File: src/sv/srp_pkg.sv
// ----------------------------------------------------------------------------
// srp_pkg
// Shared types, codes and helpers for the stride readahead predictor: the
// table entry layout, command and model codes, and saturating arithmetic.
// ----------------------------------------------------------------------------
package srp_pkg;

    localparam int NUM_STREAMS_DEF = 512;

    // Fixed field widths
    localparam int PAGE_W   = 32;
    localparam int CONF_W   = 7;
    localparam int WIN_W    = 16;
    localparam int ID_W     = 9;
    localparam int CFG_IX_W = 8;

    // Configuration register indexes
    localparam logic [CFG_IX_W-1:0] CFG_CONF_CAP = 8'd0;
    localparam logic [CFG_IX_W-1:0] CFG_SEQ_WIN  = 8'd1;
    localparam logic [CFG_IX_W-1:0] CFG_STR_WIN  = 8'd2;
    localparam logic [CFG_IX_W-1:0] CFG_SCAT_WIN = 8'd3;

    // Reset values and fixed figures of the prediction rules
    localparam logic [CONF_W-1:0] CONF_MAX       = 7'd100;
    localparam logic [CONF_W-1:0] CAP_RESET      = 7'd95;
    localparam logic [WIN_W-1:0]  SEQ_WIN_RESET  = 16'd32;
    localparam logic [WIN_W-1:0]  STR_WIN_RESET  = 16'd16;
    localparam logic [WIN_W-1:0]  SCAT_WIN_RESET = 16'd4;
    localparam logic [CONF_W-1:0] CONF_SEQ_STEP  = 7'd15;
    localparam logic [CONF_W-1:0] CONF_STR_STEP  = 7'd20;
    localparam logic [CONF_W-1:0] CONF_STR_FIRST = 7'd20;
    localparam logic [CONF_W-1:0] CONF_SCAT_DROP = 7'd5;
    localparam logic [CONF_W-1:0] CONF_HIT_STEP  = 7'd5;
    localparam logic [CONF_W-1:0] CONF_MISS_DROP = 7'd10;
    localparam logic [CONF_W-1:0] CONF_RANDOM    = 7'd10;
    localparam logic [CONF_W-1:0] CONF_SAME      = 7'd50;
    localparam logic [CONF_W-1:0] CONF_UNKNOWN   = 7'd20;
    localparam logic [WIN_W-1:0]  WIN_SAME       = 16'd1;
    localparam logic [WIN_W-1:0]  WIN_UNKNOWN    = 16'd8;
    localparam logic [PAGE_W-1:0] MADE_MIN       = 32'd5;
    localparam logic [PAGE_W-1:0] CNT_MAX        = '1;

    typedef enum logic [1:0] {
        CMD_RECORD = 2'd0,
        CMD_HIT    = 2'd1,
        CMD_MISS   = 2'd2,
        CMD_CLEAR  = 2'd3
    } t_cmd;

    typedef enum logic [2:0] {
        MODEL_UNKNOWN = 3'd0,
        MODEL_SEQ     = 3'd1,
        MODEL_STRIDED = 3'd2,
        MODEL_RANDOM  = 3'd3,
        MODEL_SAME    = 3'd4
    } t_model;

    typedef enum logic [1:0] {
        S_CLEAR,
        S_IDLE,
        S_EVAL,
        S_WRITE
    } t_state;

    // One table entry, as held in the entry memory
    typedef struct packed {
        logic              valid;
        logic [PAGE_W-1:0] last_page;
        logic [PAGE_W-1:0] previous_page;
        logic [1:0]        history_count;
        t_model            pattern_model;
        logic [PAGE_W-1:0] stride_value;
        logic [CONF_W-1:0] pattern_certainty;
        logic [1:0]        sequential_run;
        logic [1:0]        scattered_run;
        logic [PAGE_W-1:0] predictions_made;
        logic [PAGE_W-1:0] predictions_hit;
    } t_entry;

    // Control outcome of one evaluated transaction
    typedef struct packed {
        logic wr;     // write the updated entry back
        logic found;  // entry was valid or has been created
        logic pred;   // report a prediction from the updated entry
    } t_eval_ctl;

    function automatic logic [CONF_W-1:0] conf_add(input logic [CONF_W-1:0] c,
                                                   input logic [CONF_W-1:0] d);
        logic [CONF_W:0] s;
        s = {1'b0, c} + {1'b0, d};
        return (s > {1'b0, CONF_MAX}) ? CONF_MAX : s[CONF_W-1:0];
    endfunction

    function automatic logic [CONF_W-1:0] conf_sub(input logic [CONF_W-1:0] c,
                                                   input logic [CONF_W-1:0] d);
        return (c >= d) ? (c - d) : '0;
    endfunction

    function automatic logic [1:0] run_inc(input logic [1:0] r);
        return (r == 2'd3) ? 2'd3 : (r + 2'd1);
    endfunction

endpackage

File: src/sv/srp_eval.sv
// ----------------------------------------------------------------------------
// srp_eval
// Entry update: classifies a recorded page against the entry history and
// applies confirm hit, confirm miss and clear to the entry read from memory.
// ----------------------------------------------------------------------------
module srp_eval (
    input  srp_pkg::t_entry               i_entry,
    input  srp_pkg::t_cmd                 i_cmd,
    input  logic [srp_pkg::PAGE_W-1:0]    i_page_offset,
    output srp_pkg::t_entry               o_entry,
    output srp_pkg::t_eval_ctl            o_ctl
);
    import srp_pkg::*;

    t_entry            w_base;
    t_entry            w_rec;
    logic [PAGE_W-1:0] w_last_inc;
    logic [PAGE_W-1:0] w_step_prev;
    logic [PAGE_W-1:0] w_step_new;
    logic [1:0]        w_seq_run;
    logic [1:0]        w_scat_run;
    logic [PAGE_W+6:0] w_hit_x100;
    logic [PAGE_W+6:0] w_made_x30;
    logic              w_demote;

    // Start a fresh entry when recording on an invalid one
    always_comb begin
        w_base = i_entry;
        if (!i_entry.valid) begin
            w_base       = '0;
            w_base.valid = 1'b1;
        end
    end

    assign w_last_inc  = w_base.last_page + PAGE_W'(1);
    assign w_step_prev = w_base.last_page - w_base.previous_page;
    assign w_step_new  = i_page_offset - w_base.last_page;
    assign w_seq_run   = run_inc(w_base.sequential_run);
    assign w_scat_run  = run_inc(w_base.scattered_run);

    // Hit ratio under 30 percent: hit*100 < made*30, by shifts, adds and a subtraction
    assign w_hit_x100 = ((PAGE_W+7)'(i_entry.predictions_hit) << 6)
                      + ((PAGE_W+7)'(i_entry.predictions_hit) << 5)
                      + ((PAGE_W+7)'(i_entry.predictions_hit) << 2);
    assign w_made_x30 = ((PAGE_W+7)'(i_entry.predictions_made) << 5)
                      - ((PAGE_W+7)'(i_entry.predictions_made) << 1);
    assign w_demote   = (i_entry.predictions_made > MADE_MIN) && (w_hit_x100 < w_made_x30);

    // Record: classify the new page and advance the history unless the page repeats
    always_comb begin
        w_rec = w_base;
        if (w_base.history_count == 2'd0) begin
            w_rec.last_page     = i_page_offset;
            w_rec.history_count = 2'd1;
            w_rec.pattern_model = MODEL_UNKNOWN;
        end else if (i_page_offset == w_base.last_page) begin
            w_rec.pattern_model = MODEL_SAME;
        end else begin
            if (i_page_offset == w_last_inc) begin
                w_rec.sequential_run = w_seq_run;
                w_rec.scattered_run  = 2'd0;
                if (w_seq_run >= 2'd2) begin
                    w_rec.pattern_model     = MODEL_SEQ;
                    w_rec.stride_value      = PAGE_W'(1);
                    w_rec.pattern_certainty = conf_add(w_base.pattern_certainty,
                                                       CONF_SEQ_STEP);
                end
            end else if (w_base.history_count == 2'd3) begin
                if ((w_step_prev == w_step_new) && (w_step_prev != '0)) begin
                    w_rec.stride_value      = w_step_prev;
                    w_rec.pattern_certainty = conf_add(w_base.pattern_certainty,
                                                       CONF_STR_STEP);
                    w_rec.pattern_model     = MODEL_STRIDED;
                    w_rec.sequential_run    = 2'd0;
                    w_rec.scattered_run     = 2'd0;
                end else begin
                    w_rec.scattered_run     = w_scat_run;
                    w_rec.sequential_run    = 2'd0;
                    w_rec.pattern_certainty = conf_sub(w_base.pattern_certainty,
                                                       CONF_SCAT_DROP);
                    w_rec.pattern_model     = (w_scat_run == 2'd3) ? MODEL_RANDOM
                                                                   : MODEL_UNKNOWN;
                end
            end else begin
                w_rec.stride_value      = w_step_new;
                w_rec.pattern_certainty = CONF_STR_FIRST;
                w_rec.pattern_model     = MODEL_STRIDED;
                w_rec.scattered_run     = 2'd0;
            end
            w_rec.previous_page = w_base.last_page;
            w_rec.last_page     = i_page_offset;
            w_rec.history_count = run_inc(w_base.history_count);
        end
        if (w_base.predictions_made != CNT_MAX) begin
            w_rec.predictions_made = w_base.predictions_made + PAGE_W'(1);
        end
    end

    // Select the update for the command
    always_comb begin
        o_entry = i_entry;
        o_ctl   = '0;
        case (i_cmd)
            CMD_RECORD: begin
                o_entry = w_rec;
                o_ctl   = '{wr: 1'b1, found: 1'b1, pred: 1'b1};
            end
            CMD_HIT: begin
                if (i_entry.predictions_hit != CNT_MAX) begin
                    o_entry.predictions_hit = i_entry.predictions_hit + PAGE_W'(1);
                end
                o_entry.pattern_certainty = conf_add(i_entry.pattern_certainty,
                                                     CONF_HIT_STEP);
                o_ctl = '{wr: i_entry.valid, found: i_entry.valid, pred: i_entry.valid};
            end
            CMD_MISS: begin
                o_entry.pattern_certainty = conf_sub(i_entry.pattern_certainty,
                                                     CONF_MISS_DROP);
                if (w_demote) begin
                    o_entry.pattern_model = MODEL_RANDOM;
                end
                o_ctl = '{wr: i_entry.valid, found: i_entry.valid, pred: i_entry.valid};
            end
            CMD_CLEAR: begin
                o_entry.valid = 1'b0;
                o_ctl = '{wr: i_entry.valid, found: i_entry.valid, pred: 1'b0};
            end
            default: begin
                o_ctl = '0;
            end
        endcase
    end

endmodule

File: config.mk
export PLATFORM = sky130hd
export DESIGN_NAME = srp_eval
export DESIGN_NICKNAME = d
export VERILOG_FILES = /design/src/sv/srp_pkg.sv /design/src/sv/srp_eval.sv
export SDC_FILE = /design/constraint.sdc
export NUM_CORES = 1
export LEC_CHECK = 0
export BUFFER_PORTS_ARGS = -buffer_cell sky130_fd_sc_hd__buf_4
export CORE_UTILIZATION = 60
export DETAILED_ROUTE_END_ITERATION = 10
export MAX_ROUTING_LAYER = met4
export PLACE_DENSITY = 0.89
export REMOVE_ABC_BUFFERS = 1
export SLEW_MARGIN = 20
export SYNTH_ARGS = -nofsm -noshare
export SYNTH_HDL_FRONTEND = slang
export SYNTH_SLANG_ARGS = --single-unit
export TNS_END_PERCENT = 30
File: constraint.sdc
create_clock -name vclk -period 12.4
set_clock_uncertainty 0.2 [all_clocks]
set_input_delay 0.62 -clock vclk [all_inputs]
set_output_delay 0.62 -clock vclk [all_outputs]
set_load 0.02 [all_outputs]
# Word level (Yosys, flattened, before mapping)
# Index checks and enable logic that the tools add are counted.
# W data, S select, Z words.
# classes
muxes,36
n_eq_ne,12
reduce_logical,6
n_addsub,16
magnitude_cmp,8
# ops
op,count
$mux W32,6
$mux W176,1
$mux W66,2
$add A32 B1 Y32 const B,3
$eq A32 B32 Y1,3
$mux W43,2
$ne A32 B32 Y1 const B,2
$pmux W32 S2,1
$sub A32 B32 Y32,2
$mux W46,1
$mux W42,1
$mux W41,1
$add A38 B37 Y39,1
$add A39 B34 Y39,1
$lt A39 B39 Y1,1
$sub A37 B33 Y38,1
$mux W36,1
$mux W7,5
$gt A32 B3 Y1 const B,1
$reduce_bool A32 Y1,1
$gt A8 B7 Y1 const B,3
$pmux W7 S3,1
$mux W2,7
$eq A2 B2 Y1 const B,6
other kinds (19),24
# totals
register_bits,0
out_inout_bits,180
wordCells,78
input_bits,211

# Depth between registers and ports, before layout
# depth
depth_word,11
ltp_mapped,28
mapped_depth_nobuf,28

# Least setup slack after synthesis
# Ideal clock, no wire load.
# synth_timing
path_kind,input to output
startpoint,in i_entry[176] (netlist name)
endpoint,out o_entry[74] (netlist name)
arrival_ps,6941
required_ps,11580
setup_slack_ps,4639
stages,26
path_buffers,11
path_cell_list,buf_2 -> buf_1 -> buf_1 -> clkbuf_1 -> clkbuf_1 -> clkbuf_1 -> clkbuf_1 -> buf_1 -> clkbuf_1 -> nand2_1 -> ha_1 -> buf_6 -> a21o_1 -> or3_4 -> o211a_1 -> o211ai_1 -> a21o_1 -> a2111oi_0 -> nor3_1 -> xnor2_1 -> o2111ai_1 -> or4_4 -> nor2_4 -> buf_4 -> a21oi_1 -> o31ai_1
# synth_rtl
element,line,rtl
from (decl),srp_eval.sv:7,"input srp_pkg::t_entry i_entry,"
to (decl),srp_eval.sv:10,"output srp_pkg::t_entry o_entry,"

==> tab_implementation.tex <==
\begin{tabular}{lr}
\hline
Metric & Value \\
\hline
\multicolumn{2}{l}{\textbf{Run status}} \\
\quad Status & finished, final reports clean \\
\multicolumn{2}{l}{\textbf{Finish}} \\
\quad Ratio of cells with drive above 1 in the final layout & 0.183 \\
\quad Number of flip-flops and latches & 0 \\
\quad Design Area, Final & between 15,000 and 20,000 sq um \\
\quad Post-route non-filler standard cell count & approximately 3,000 \\
\quad Growth of design area from synthesis to finish & 19.5\% \\
\quad Storage element area & 0 sq um \\
\quad Number of clock buffers in the layout & 0 \\
\quad Final \#Nets & 3,090 \\
\quad Most common library cell in the layout ignoring fill and taps & buf\_4 \\
\quad Commonest non-fill, non-tap cells in the layout & 404 x buf\_4, 337 x nand2\_1, 211 x ha\_1, 167 x o21ai\_0, 161 x a21oi\_1 \\
\multicolumn{2}{l}{\textbf{Die}} \\
\quad Core Area & between 20,000 and 30,000 sq um \\
\quad Die Ht & 163 um \\
\quad Ports & 391 \\
\quad Rows & 58 \\
\quad Overall die area & between 20,000 and 30,000 sq um \\
\quad Die W & $\sim$160 um \\
\quad Initial Util & 0.616 \\
\multicolumn{2}{l}{\textbf{Timing}} \\
\quad Achievable Freq & about 0.12 GHz \\
\quad Final count of hold timing violations & 0 \\
\quad Number of setup violations in the final report & 0 \\
\quad Max Transition Viols Final & 0 \\
\quad Ratio of final minimum period to clock period & 0.693 \\
\quad Setup\_tns & 0 ns \\
\quad Worst slew margin relative to its limit & 0.251 \\
\quad Measured slew at the worst slew-check pin & between 1 and 1.5 ns \\
\quad Setup repair after global routing missed its margin & false \\
\quad Hold\_ws & between 1 and 1.5 ns \\
\quad Final period demand of the worst path & roughly 8.6 ns \\
\multicolumn{2}{l}{\textbf{Yosys}} \\
\quad Sequential-to-total area share from yosys stat & 0 \\
\quad Number of library cell types mapped by synthesis & 92 \\
\quad Largest cells by area after synthesis & ha\_1 17\%, nand2\_1 8.1\%, xnor2\_1 7.2\% \\
\quad Netlist Area Pre-Place & approximately 16,000 sq um \\
\quad Synthesis warning total & 0 \\
\quad Post-synthesis cell count & between 2,000 and 2,500 \\
\quad Mean instance size in the synthesized netlist & approximately 6.7 sq um \\
\quad Yosys top cell area share & 0.169 \\
\quad Synth area leader & ha\_1 \\
\multicolumn{2}{l}{\textbf{Global routing}} \\
\quad Total routing usage reported by global routing & 0.462 \\
\quad Pin count of the biggest net entering global routing & 86 \\
\quad First-pass GRT wire length & about 97 mm \\
\quad Vias in the first global route & roughly 19,000 \\
\quad GRT Residual Overflow & 0 \\
\quad Number of antenna violations at the first check in global routing & 1 \\
\multicolumn{2}{l}{\textbf{Detailed routing}} \\
\quad Routed wire per std cell & between 20 and 25 um \\
\quad First-pass iteration count of the detailed router & 8 \\
\quad Via count & approximately 20,000 \\
\quad Post-route antenna net violation count & 0 \\
\quad Routed via count divided by cell count & 6.78 \\
\quad DRC & 0 \\
\quad Routed wire length & roughly 62 mm \\
\quad Iteration-0 DRC count of the detailed router & about 2,600 \\
\multicolumn{2}{l}{\textbf{Worst setup path}} \\
\quad Critical-path maximum fanout & between 80 and 90 \\
\quad Launching element type of the critical path & primary input \\
\quad Type of the setup path with the least slack & primary input to output port \\
\quad Critical Path Sink Type & output port \\
\quad Required time of the worst setup path & around 12 ns \\
\quad Arrival time of data at the critical path endpoint & approximately 7.8 ns \\
\multicolumn{2}{l}{\textbf{Clock tree}} \\
\quad Post-CTS setup buffer count & 0 \\
\quad Count of instances resized after the clock tree is built & 0 \\
\quad Quantity of hold-fixing buffers added after cts & 0 \\
\multicolumn{2}{l}{\textbf{Placement}} \\
\quad Quantity of I/O buffers inserted on ports & around 390 \\
\quad Placer Congestion & 1.13 \\
\quad Area after detailed placement & 18,600 sq um \\
\quad Count of placed standard cells including taps & 2,965 \\
\quad Detail Placement HPWL & $\sim$51 mm \\
\multicolumn{2}{l}{\textbf{Worst hold path}} \\
\quad Class of the tightest hold or removal check & primary input to output port \\
\multicolumn{2}{l}{\textbf{Run}} \\
\quad Maximum Capacitance Violations & 0 \\
\hline
\end{tabular}
-- worst paths after layout --
check	from	slack, ns	depth (start not counted)	end
setup / recovery	i_entry[176]	3.80	18	o_entry[91]
hold / removal	i_entry[113]	1.36	4	o_entry[113]
-- routing by layer --
metal | GRT usage | share of wire | vias up
met2 | 0.745 | 0.45 | 1521
met3 | 0.0658 | 0.11 | 378
li1 | - | - | 9112
met4 | 0.300 | 0.076 | 0
met1 | 0.533 | 0.36 | 9088
met5 | - | 0 | -
-- cell families after synthesis --
logic type | share of synthesized area
buffers and inverters | 0.0609
xor gates and xnor gates | 0.133
muxes | 0.0303
and+or+nand+nor | 0.269
adders and majority gates | 0.209
AOI/OAI and AO/OA | 0.298
-- layout make-up --
| type | instances | area [sq um] |
|---|---|---|
| inverters | 132 | 495 |
| repair buffers | 404 | 3030 |
| well taps | 330 | 413 |
| diodes | 1 | 2.50 |
| multi-input cells | 2099 | 14700 |
| fillers | 1995 | 6700 |
-- worst max-delay path, stage by stage --
cell	delay, ns
buf_4	0.33
buf_4	0.73
nand2_1	0.30
ha_1	0.53
and2_1	0.23
o21ai_0	0.09
a31oi_1	0.19
o21a_1	0.27
o211ai_1	0.24
o21a_1	0.27
o41ai_1	0.62
o21a_1	0.24
o2111ai_1	0.20
nor4_4	0.89
nand2_1	0.94
mux2i_1	0.29
o221ai_1	0.50
buf_4	0.25
-- synth_stat cells, types with 22 or more instances --
master and number:
nand2_1 337, ha_1 211, o21ai_0 168, a21oi_1 161
nor2_1 132, inv_1 131, xnor2_1 128, nand3_1 111
xor2_1 106, clkbuf_1 69, nor3_1 68, a21o_1 61
nand4_1 37, a31oi_1 35, o21a_1 34, mux2_2 33
fa_1 31, nor2b_1 28, and3_1 27, nor4_1 23
nand2b_1 22
-- per-stage QoR --
step,setup slack [ns],utilization
2_1_floorplan,5.98,-
3_3_place_gp,4.51,0.735
3_5_place_dp,4.32,0.735
4_1_cts,4.30,0.735
5_1_grt,3.62,0.735
6_report,3.80,0.735
